**src/rtl/cdo_pkg.sv**
```systemverilog
// ----------------------------------------------------------------------------
// Calendar date offset unit - package
// Transaction types, status codes, controller types and calendar tables.
// ----------------------------------------------------------------------------
package cdo_pkg;

  localparam logic [13:0] YEAR_MAX    = 14'd9999;
  localparam logic [8:0]  DAYS_COMMON = 9'd365;
  localparam logic [8:0]  DAYS_LEAP   = 9'd366;
  localparam logic [4:0]  FEB_LEAP    = 5'd29;
  localparam logic [3:0]  MONTH_MAX   = 4'd12;
  localparam logic [3:0]  MONTH_FEB   = 4'd2;
  // multiplicative inverse of 25 mod 2^14 and the divisibility bound
  localparam logic [13:0] INV25       = 14'd7209;
  localparam logic [13:0] DIV25_MAX   = 14'd655;

  localparam logic [1:0] STAT_OK       = 2'd0;
  localparam logic [1:0] STAT_BAD_DATE = 2'd1;
  localparam logic [1:0] STAT_BAD_YEAR = 2'd2;

  typedef struct packed {
    logic        req_type;
    logic [4:0]  start_day;
    logic [3:0]  start_month;
    logic [13:0] start_year;
    logic [8:0]  offset_days;
  } in_item_t;

  typedef struct packed {
    logic [1:0]  status;
    logic        is_leap;
    logic [8:0]  day_of_year;
    logic [4:0]  result_day;
    logic [3:0]  result_month;
    logic [13:0] result_year;
  } out_item_t;

  typedef enum logic [3:0] {
    ST_IDLE,
    ST_LEAP,
    ST_CHECK,
    ST_YLEAP,
    ST_YSTEP,
    ST_SLEAP,
    ST_SADD,
    ST_FIN,
    ST_MONTH,
    ST_DONE
  } state_e;

  typedef struct packed {
    logic load_in;
    logic leap_start;
    logic leap_load;
    logic check;
    logic year_step;
    logic sub_add;
    logic set_bad_year;
    logic month_init;
    logic month_step;
    logic out_load;
  } cdo_cmd_t;

  typedef struct packed {
    logic sub;
    logic date_ok;
    logic year_more;
    logic yr_zero;
    logic yr_range_ok;
    logic month_more;
  } cdo_stat_t;

  function automatic logic [4:0] month_len(input logic [3:0] m, input logic leap);
    logic [4:0] len;
    case (m)
      4'd1, 4'd3, 4'd5, 4'd7, 4'd8, 4'd10, 4'd12: len = 5'd31;
      4'd4, 4'd6, 4'd9, 4'd11:                    len = 5'd30;
      4'd2:                                       len = leap ? FEB_LEAP : 5'd28;
      default:                                    len = 5'd0;
    endcase
    return len;
  endfunction

  // days before the first of month m in a common year
  function automatic logic [8:0] days_before(input logic [3:0] m);
    logic [8:0] d;
    case (m)
      4'd2:    d = 9'd31;
      4'd3:    d = 9'd59;
      4'd4:    d = 9'd90;
      4'd5:    d = 9'd120;
      4'd6:    d = 9'd151;
      4'd7:    d = 9'd181;
      4'd8:    d = 9'd212;
      4'd9:    d = 9'd243;
      4'd10:   d = 9'd273;
      4'd11:   d = 9'd304;
      4'd12:   d = 9'd334;
      default: d = 9'd0;
    endcase
    return d;
  endfunction

  // divisible by 4 and not by 100, or divisible by 400 (400 = 16 * 25)
  function automatic logic leap_of(input logic [13:0] y);
    logic [13:0] p;
    logic        div25;
    p     = 14'(y * INV25);
    div25 = (p <= DIV25_MAX);
    return ((y[1:0] == 2'd0) && !div25) || ((y[3:0] == 4'd0) && div25);
  endfunction

  function automatic logic [8:0] year_len(input logic leap);
    return leap ? DAYS_LEAP : DAYS_COMMON;
  endfunction

endpackage

```
**src/rtl/cdo_ctrl.sv**
```systemverilog
// ----------------------------------------------------------------------------
// Calendar date offset unit - controller
// Sequencer for validation, year rollover and month search; owns handshakes.
// ----------------------------------------------------------------------------
module cdo_ctrl (
  input  logic              clk_i,
  input  logic              rst_ni,
  input  logic              in_valid_i,
  output logic              in_stall_o,
  output logic              out_valid_o,
  input  logic              out_stall_i,
  input  cdo_pkg::cdo_stat_t stat_i,
  output cdo_pkg::cdo_cmd_t  cmd_o
);

  cdo_pkg::state_e state_q, state_d;
  logic            out_valid_q, out_valid_d;
  logic            out_free;

  assign in_stall_o  = (state_q != cdo_pkg::ST_IDLE);
  assign out_valid_o = out_valid_q;
  assign out_free    = !out_valid_q || !out_stall_i;

  always_comb begin
    state_d = state_q;
    case (state_q)
      cdo_pkg::ST_IDLE:  if (in_valid_i) state_d = cdo_pkg::ST_LEAP;
      cdo_pkg::ST_LEAP:  state_d = cdo_pkg::ST_CHECK;
      cdo_pkg::ST_CHECK: state_d = stat_i.date_ok ? cdo_pkg::ST_YLEAP : cdo_pkg::ST_DONE;
      cdo_pkg::ST_YLEAP: state_d = cdo_pkg::ST_YSTEP;
      cdo_pkg::ST_YSTEP: begin
        if (!stat_i.year_more) begin
          state_d = cdo_pkg::ST_FIN;
        end else if (stat_i.sub) begin
          state_d = cdo_pkg::ST_SLEAP;
        end else begin
          state_d = cdo_pkg::ST_YLEAP;
        end
      end
      cdo_pkg::ST_SLEAP: state_d = stat_i.yr_zero ? cdo_pkg::ST_FIN : cdo_pkg::ST_SADD;
      cdo_pkg::ST_SADD:  state_d = cdo_pkg::ST_YSTEP;
      cdo_pkg::ST_FIN:   state_d = stat_i.yr_range_ok ? cdo_pkg::ST_MONTH : cdo_pkg::ST_DONE;
      cdo_pkg::ST_MONTH: if (!stat_i.month_more) state_d = cdo_pkg::ST_DONE;
      cdo_pkg::ST_DONE:  if (out_free) state_d = cdo_pkg::ST_IDLE;
      default:           state_d = cdo_pkg::ST_IDLE;
    endcase
  end

  always_comb begin
    cmd_o = '0;
    case (state_q)
      cdo_pkg::ST_IDLE:  cmd_o.load_in = in_valid_i;
      cdo_pkg::ST_LEAP: begin
        cmd_o.leap_load  = 1'b1;
        cmd_o.leap_start = 1'b1;
      end
      cdo_pkg::ST_CHECK: cmd_o.check = 1'b1;
      cdo_pkg::ST_YLEAP: cmd_o.leap_load = 1'b1;
      cdo_pkg::ST_YSTEP: cmd_o.year_step = stat_i.year_more;
      cdo_pkg::ST_SLEAP: cmd_o.leap_load = !stat_i.yr_zero;
      cdo_pkg::ST_SADD:  cmd_o.sub_add = 1'b1;
      cdo_pkg::ST_FIN: begin
        cmd_o.leap_load    = stat_i.yr_range_ok;
        cmd_o.month_init   = stat_i.yr_range_ok;
        cmd_o.set_bad_year = !stat_i.yr_range_ok;
      end
      cdo_pkg::ST_MONTH: cmd_o.month_step = stat_i.month_more;
      cdo_pkg::ST_DONE:  cmd_o.out_load = out_free;
      default:           cmd_o = '0;
    endcase
  end

  always_comb begin
    out_valid_d = out_valid_q;
    if (cmd_o.out_load) begin
      out_valid_d = 1'b1;
    end else if (!out_stall_i) begin
      out_valid_d = 1'b0;
    end
  end

  always_ff @(posedge clk_i or negedge rst_ni) begin
    if (!rst_ni) begin
      state_q     <= cdo_pkg::ST_IDLE;
      out_valid_q <= 1'b0;
    end else begin
      state_q     <= state_d;
      out_valid_q <= out_valid_d;
    end
  end

endmodule

```
**src/rtl/cdo_datapath.sv**
```systemverilog
// ----------------------------------------------------------------------------
// Calendar date offset unit - datapath
// Operand registers, leap unit, day counter, year and month registers,
// result register.
// ----------------------------------------------------------------------------
module cdo_datapath (
  input  logic                clk_i,
  input  cdo_pkg::in_item_t   in_data_i,
  input  cdo_pkg::cdo_cmd_t   cmd_i,
  output cdo_pkg::cdo_stat_t  stat_o,
  output cdo_pkg::out_item_t  out_data_o
);

  logic               req_q;
  logic [4:0]         day_q;
  logic [3:0]         month_q;
  logic [13:0]        year_q;
  logic [8:0]         off_q;
  logic [13:0]        yr_q, yr_d;
  logic signed [10:0] kq_q, kq_d;
  logic               leap_q, start_leap_q;
  logic [8:0]         doy_q, doy_d;
  logic [3:0]         rm_q, rm_d;
  logic [1:0]         status_q, status_d;
  cdo_pkg::out_item_t out_q;

  logic               leap_cur;
  logic [4:0]         start_mlen;
  logic [8:0]         doy_calc;
  logic signed [10:0] ylen_s, mlen_s, doy_s, off_s;

  assign leap_cur   = cdo_pkg::leap_of(yr_q);
  assign start_mlen = cdo_pkg::month_len(month_q, leap_q);
  assign doy_calc   = cdo_pkg::days_before(month_q)
                    + {8'd0, (leap_q && (month_q > cdo_pkg::MONTH_FEB))}
                    + {4'd0, day_q};
  assign ylen_s     = $signed({2'b00, cdo_pkg::year_len(leap_q)});
  assign mlen_s     = $signed({6'd0, cdo_pkg::month_len(rm_q, leap_q)});
  assign doy_s      = $signed({2'b00, doy_calc});
  assign off_s      = $signed({2'b00, off_q});

  assign stat_o.sub         = req_q;
  assign stat_o.date_ok     = (month_q != 4'd0) && (month_q <= cdo_pkg::MONTH_MAX)
                            && (year_q != 14'd0) && (year_q <= cdo_pkg::YEAR_MAX)
                            && (day_q != 5'd0) && (day_q <= start_mlen);
  assign stat_o.year_more   = req_q ? ((kq_q <= 11'sd0) && (yr_q != 14'd0))
                                    : ((kq_q > ylen_s) && (yr_q <= cdo_pkg::YEAR_MAX));
  assign stat_o.yr_zero     = (yr_q == 14'd0);
  assign stat_o.yr_range_ok = (yr_q != 14'd0) && (yr_q <= cdo_pkg::YEAR_MAX);
  assign stat_o.month_more  = (rm_q < cdo_pkg::MONTH_MAX) && (kq_q > mlen_s);

  always_comb begin
    yr_d     = yr_q;
    kq_d     = kq_q;
    doy_d    = doy_q;
    rm_d     = rm_q;
    status_d = status_q;
    if (cmd_i.load_in) begin
      yr_d = in_data_i.start_year;
    end
    if (cmd_i.check) begin
      doy_d    = stat_o.date_ok ? doy_calc : 9'd0;
      kq_d     = req_q ? (doy_s - off_s) : (doy_s + off_s);
      status_d = stat_o.date_ok ? cdo_pkg::STAT_OK : cdo_pkg::STAT_BAD_DATE;
    end
    if (cmd_i.year_step) begin
      if (req_q) begin
        yr_d = yr_q - 14'd1;
      end else begin
        yr_d = yr_q + 14'd1;
        kq_d = kq_q - ylen_s;
      end
    end
    if (cmd_i.sub_add) begin
      kq_d = kq_q + ylen_s;
    end
    if (cmd_i.set_bad_year) begin
      status_d = cdo_pkg::STAT_BAD_YEAR;
    end
    if (cmd_i.month_init) begin
      rm_d = 4'd1;
    end
    if (cmd_i.month_step) begin
      kq_d = kq_q - mlen_s;
      rm_d = rm_q + 4'd1;
    end
  end

  always_ff @(posedge clk_i) begin
    if (cmd_i.load_in) begin
      req_q   <= in_data_i.req_type;
      day_q   <= in_data_i.start_day;
      month_q <= in_data_i.start_month;
      year_q  <= in_data_i.start_year;
      off_q   <= in_data_i.offset_days;
    end
    if (cmd_i.leap_load) begin
      leap_q <= leap_cur;
    end
    if (cmd_i.leap_start) begin
      start_leap_q <= leap_cur;
    end
    yr_q     <= yr_d;
    kq_q     <= kq_d;
    doy_q    <= doy_d;
    rm_q     <= rm_d;
    status_q <= status_d;
    if (cmd_i.out_load) begin
      out_q.status      <= status_q;
      out_q.is_leap     <= start_leap_q;
      out_q.day_of_year <= doy_q;
      if (status_q == cdo_pkg::STAT_OK) begin
        out_q.result_day   <= kq_q[4:0];
        out_q.result_month <= rm_q;
        out_q.result_year  <= yr_q;
      end else begin
        out_q.result_day   <= 5'd0;
        out_q.result_month <= 4'd0;
        out_q.result_year  <= 14'd0;
      end
    end
  end

  assign out_data_o = out_q;

endmodule

```
**src/rtl/calendar_date_offset_unit.sv**
```systemverilog
// ----------------------------------------------------------------------------
// Calendar date offset unit - top level
// Gregorian date validation, ordinal day and shift by up to 511 days.
// ----------------------------------------------------------------------------
// One transaction at a time: the block takes a date and an offset, then
// stalls its input until the result has been placed in the output register;
// the next transaction is accepted while that result still waits to be
// taken. Accept leads through the leap and check states, the year leap and
// year step states for every year boundary crossed (backward also the
// sub leap and add states) and the final month search, one month length per
// cycle, which dominates. Invalid dates go from the check to the result.
module calendar_date_offset_unit (
  input  logic               clk_i,
  input  logic               rst_ni,
  input  logic               in_valid_i,
  output logic               in_stall_o,
  input  cdo_pkg::in_item_t  in_data_i,
  output logic               out_valid_o,
  input  logic               out_stall_i,
  output cdo_pkg::out_item_t out_data_o
);

  cdo_pkg::cdo_cmd_t  cmd;
  cdo_pkg::cdo_stat_t stat;

  cdo_ctrl u_ctrl (
    .clk_i       (clk_i),
    .rst_ni      (rst_ni),
    .in_valid_i  (in_valid_i),
    .in_stall_o  (in_stall_o),
    .out_valid_o (out_valid_o),
    .out_stall_i (out_stall_i),
    .stat_i      (stat),
    .cmd_o       (cmd)
  );

  cdo_datapath u_datapath (
    .clk_i      (clk_i),
    .in_data_i  (in_data_i),
    .cmd_i      (cmd),
    .stat_o     (stat),
    .out_data_o (out_data_o)
  );

endmodule

```
**config.mk**
```make
export PLATFORM = sky130hd
export DESIGN_NAME = calendar_date_offset_unit
export DESIGN_NICKNAME = d
export VERILOG_FILES = /design/src/rtl/cdo_pkg.sv /design/src/rtl/cdo_ctrl.sv /design/src/rtl/cdo_datapath.sv /design/src/rtl/calendar_date_offset_unit.sv
export SDC_FILE = /design/constraint.sdc
export NUM_CORES = 1
export LEC_CHECK = 0
export BUFFER_PORTS_ARGS = -buffer_cell sky130_fd_sc_hd__clkbuf_2
export CORE_MARGIN = 2
export CORE_UTILIZATION = 55
export DETAILED_ROUTE_END_ITERATION = 7
export MAX_ROUTING_LAYER = met4
export PLACE_DENSITY = 0.74
export SLEW_MARGIN = 10
export SYNTH_ARGS = -nofsm -noshare
export SYNTH_HDL_FRONTEND = slang
export SYNTH_SLANG_ARGS = --single-unit
```
**constraint.sdc**
```tcl
create_clock -name clk_i -period 4.5 [get_ports clk_i]
set_input_delay 0.45 -clock clk_i [delete_from_list [all_inputs] [get_ports clk_i]]
set_output_delay 0.45 -clock clk_i [all_outputs]
set_load 0.05 [all_outputs]
```
==> out/results.ini <==
[outcome]
status = completed

[critical_path]
worstSetupStartpointType = flip-flop
crit_required_ns = 4.67
reg2regPathDepth = 11
crit_arrival_ns = 4.43
cp-end-kind = flip-flop
reg2reg_setup_slack_ns = 0.24
r2r-end = u_datapath.leap_q$_DFFE_PP_
r2r-start = u_datapath.yr_q[0]$_DFFE_PP_
cp_max_fo = 8
crit_type = reg -> reg

[power]
powerDensity_nw_per_um2 = 785
peakVddDrop_v = 0.000390
leakagePower_nw = 4.20

[clock_network]
post_cts_buffers = 0
htreeDepth = 4
clock_latency_ns = 0.43
cts_sinks = 124
cts_root_buffer = clkbuf_16
cts_max_path_buffers = 2
cts_tree = built
cts_made_buffers = 17
clk_pin_slew_ns = 0.06

[timing]
slew_violations = 0
relSlewSlack = 0.190
timing.final.crit_share = 0.946
fmax_mhz = 235
setup_viol = 0
fin_skew_ns = 0.0107
worstMarginPinSlew_ns = 1.18
layout_min_cycle_time_ns = 4.26
hold_viol_final = 0

[synth]
ys_ff_latch = 124
synthArstFlopShare = 0.0403
synth_cell_type_count = 77
yosys_warnings = 0
synth_edf_count = 97
avgSynthCellArea_sq_um = 10.3
yosys.area.top_type = edfxtp_1
synthCells = 858
yosys-top-cells-area = edfxtp_1 33%, ha_1 14%, dfxtp_1 5.0%
synthesis.area_sq_um = 8820
ys_seq_area_frac = 0.394
synth_nets = 1014
synth-main-ff-cell = edfxtp_1
yosys.area.top_type_share = 0.330

[grt]
grt_use_total = 0.244
grtUsageMet1 = 0.319
grtUsageMet3 = 0.0423
grt_use_met2 = 0.385
grt_pass1_vias = 6304
grt_pass1_wl_mm = 30.9
grt_antenna_before_repair = 0
top_usage_layer = met2
grt_max_degree = 35
overflow = 0

[placed_design]
io_buffers = 73
dp_hpwl_mm = 14.3
gp_congestion = 0.926
dpl_cell_area_sq_um = 9400

[min_path]
hold_start = in_data_i[32]
whs_endpoint = u_datapath.req_q$_DFFE_PP_
worstHoldPathType = in -> reg
hold_depth = 1

[floorplan]
ios = 74
die_w_um = 131
rows = 46
die_h_um = 131
die_area_sq_um = 17100
start_util = 0.559
core_sq_um = 15800

[final_layout]
fillCellCount = 1288
finalCoreUtilization = 0.634
final_common_cell = ha_1
nNetsFinal = 1090
diodes = 0
area_delta_synth_final_pct = 13.4
final_cell_area_sq_um = 10000
mostFrequentLayoutCells = 99 x ha_1, 97 x edfxtp_1, 78 x inv_1, 73 x clkbuf_2, 61 x nor2_1
drive_above_1_share = 0.157

[route]
routed_wl_mm = 19.3
drt_iter0_markers = 470
wl_per_cell_um = 16.6
drt_first_pass_iters = 8
drc = 0
vias = 6604
ant_nets = 0
vias_per_cell = 5.68

[flow_run]
cap_viol_max_count = 0

[metrics by stage]
step	TNS [ns]	instances	hold WS (ns)	setup slack, ns	total power, mW
3_3_place_gp	0	1130	0.277	0.354	6.33
4_1_cts	0	1163	0.187	0.247	7.84
2_1_floorplan	0	858	0.154	0.466	5.49
5_1_grt	-0.00173	1163	0.189	-0.00173	8.56
6_report	0	1163	0.196	0.242	7.85
3_5_place_dp	0	1130	0.278	0.263	6.44
[final cells by class]
class / instances / area, sq um / share of cell area
Multi-Input combinational cell: 628 / 4920 / 0.492
Sequential cell: 124 / 3480 / 0.348
Timing Repair Buffer: 85 / 458 / 0.0458
Clock buffer: 19 / 433 / 0.0433
Inverter: 78 / 293 / 0.0293
Tap cell: 216 / 270 / 0.0270
Clock inverter: 13 / 150 / 0.0150
[power breakdown]
group          internal (mW)  leakage, nW  switching [mW]  total, mW
clock network          0.861        0.271           0.493       1.35
logic                   1.94         2.79            2.61       4.55
registers               1.60         1.14           0.345       1.95
total                   4.41         4.20            3.44       7.85
[synth_stat cells (5+ instances only)]
| library cell | n |
|---|---|
| o2111ai_1 | 5 |
| dfxtp_1 | 22 |
| o22ai_1 | 5 |
| dfrtp_1 | 5 |
| fa_1 | 19 |
| nand2b_1 | 9 |
| inv_1 | 78 |
| a211oi_1 | 8 |
| mux2_2 | 9 |
| nor2b_1 | 19 |
| xor2_1 | 12 |
| nor2_1 | 61 |
| buf_2 | 9 |
| a2111oi_0 | 5 |
| nand2_1 | 59 |
| mux2i_1 | 14 |
| ha_1 | 100 |
| or3_1 | 6 |
| o21bai_1 | 6 |
| a21o_1 | 7 |
| o21a_1 | 8 |
| a21oi_1 | 44 |
| nor4_1 | 8 |
| o211ai_1 | 7 |
| nand3_1 | 14 |
| nor3_1 | 21 |
| o21ai_0 | 43 |
| and2_1 | 20 |
| edfxtp_1 | 97 |
| xnor2_1 | 34 |
| clkbuf_1 | 13 |
[flip-flops by register name, summed over array words and instances, names as in the netlist, named ones only]
| register | flops |
|---|---|
| u_ctrl.out_valid_o | 1 |
| u_ctrl.state_q | 4 |
| u_datapath.day_q | 5 |
| u_datapath.doy_q | 9 |
| u_datapath.kq_q | 11 |
| u_datapath.leap_q | 1 |
| u_datapath.month_q | 4 |
| u_datapath.off_q | 9 |
| u_datapath.out_data_o | 35 |
| u_datapath.req_q | 1 |
| u_datapath.rm_q | 4 |
| u_datapath.start_leap_q | 1 |
| u_datapath.status_q | 2 |
| u_datapath.year_q | 14 |
| u_datapath.yr_q | 14 |
[cells by family after synthesis]
group	share of synthesized area
buffers and inverters	0.0498
DFF	0.394
and+or+nand+nor	0.147
muxes	0.0342
AOI/OAI and AO/OA	0.144
xor gates and xnor gates	0.0457
adders and majority gates	0.185
[metal layers]
metal | vias up | part of all wire
met5 | - | 0
met4 | 0 | 0.018
met3 | 30 | 0.056
met2 | 200 | 0.47
met1 | 3123 | 0.46
li1 | 3251 | -
[worst max path at each step]
stage	startpoint	to	slack, ns	depth (start not counted)
global placement	u_datapath.yr_q[0]$_DFFE_PP_	u_datapath.leap_q$_DFFE_PP_	0.35	11
detailed placement	u_datapath.yr_q[0]$_DFFE_PP_	u_datapath.leap_q$_DFFE_PP_	0.26	11
floorplan	u_datapath.yr_q[0]$_DFFE_PP_	u_datapath.leap_q$_DFFE_PP_	0.47	11
global route	u_datapath.month_q[1]$_DFFE_PP_	u_datapath.kq_q[8]$_DFF_P_	-0.002	18
finish	u_datapath.yr_q[0]$_DFFE_PP_	u_datapath.leap_q$_DFFE_PP_	0.24	11
CTS	u_datapath.yr_q[0]$_DFFE_PP_	u_datapath.leap_q$_DFFE_PP_	0.25	11
[what timing repair did]
item                                    4_1_cts  5_1_grt
hold buffers                                  1        0
gates resized for setup                       0        3
hold endpoints to repair                      5        0
endpoints found under the setup margin        0        3
[worst max-delay path: stages (launching register included)]
cell and delay [ns]:
edfxtp_1 0.53, fa_1 0.58, ha_1 0.23, ha_1 0.30, fa_1 0.52, fa_1 0.49
ha_1 0.35, o22ai_1 0.10, or2_2 0.28, nor4_1 0.28, o2111ai_1 0.15, o21a_1 0.20
Power figures use the tool's default switching activity.
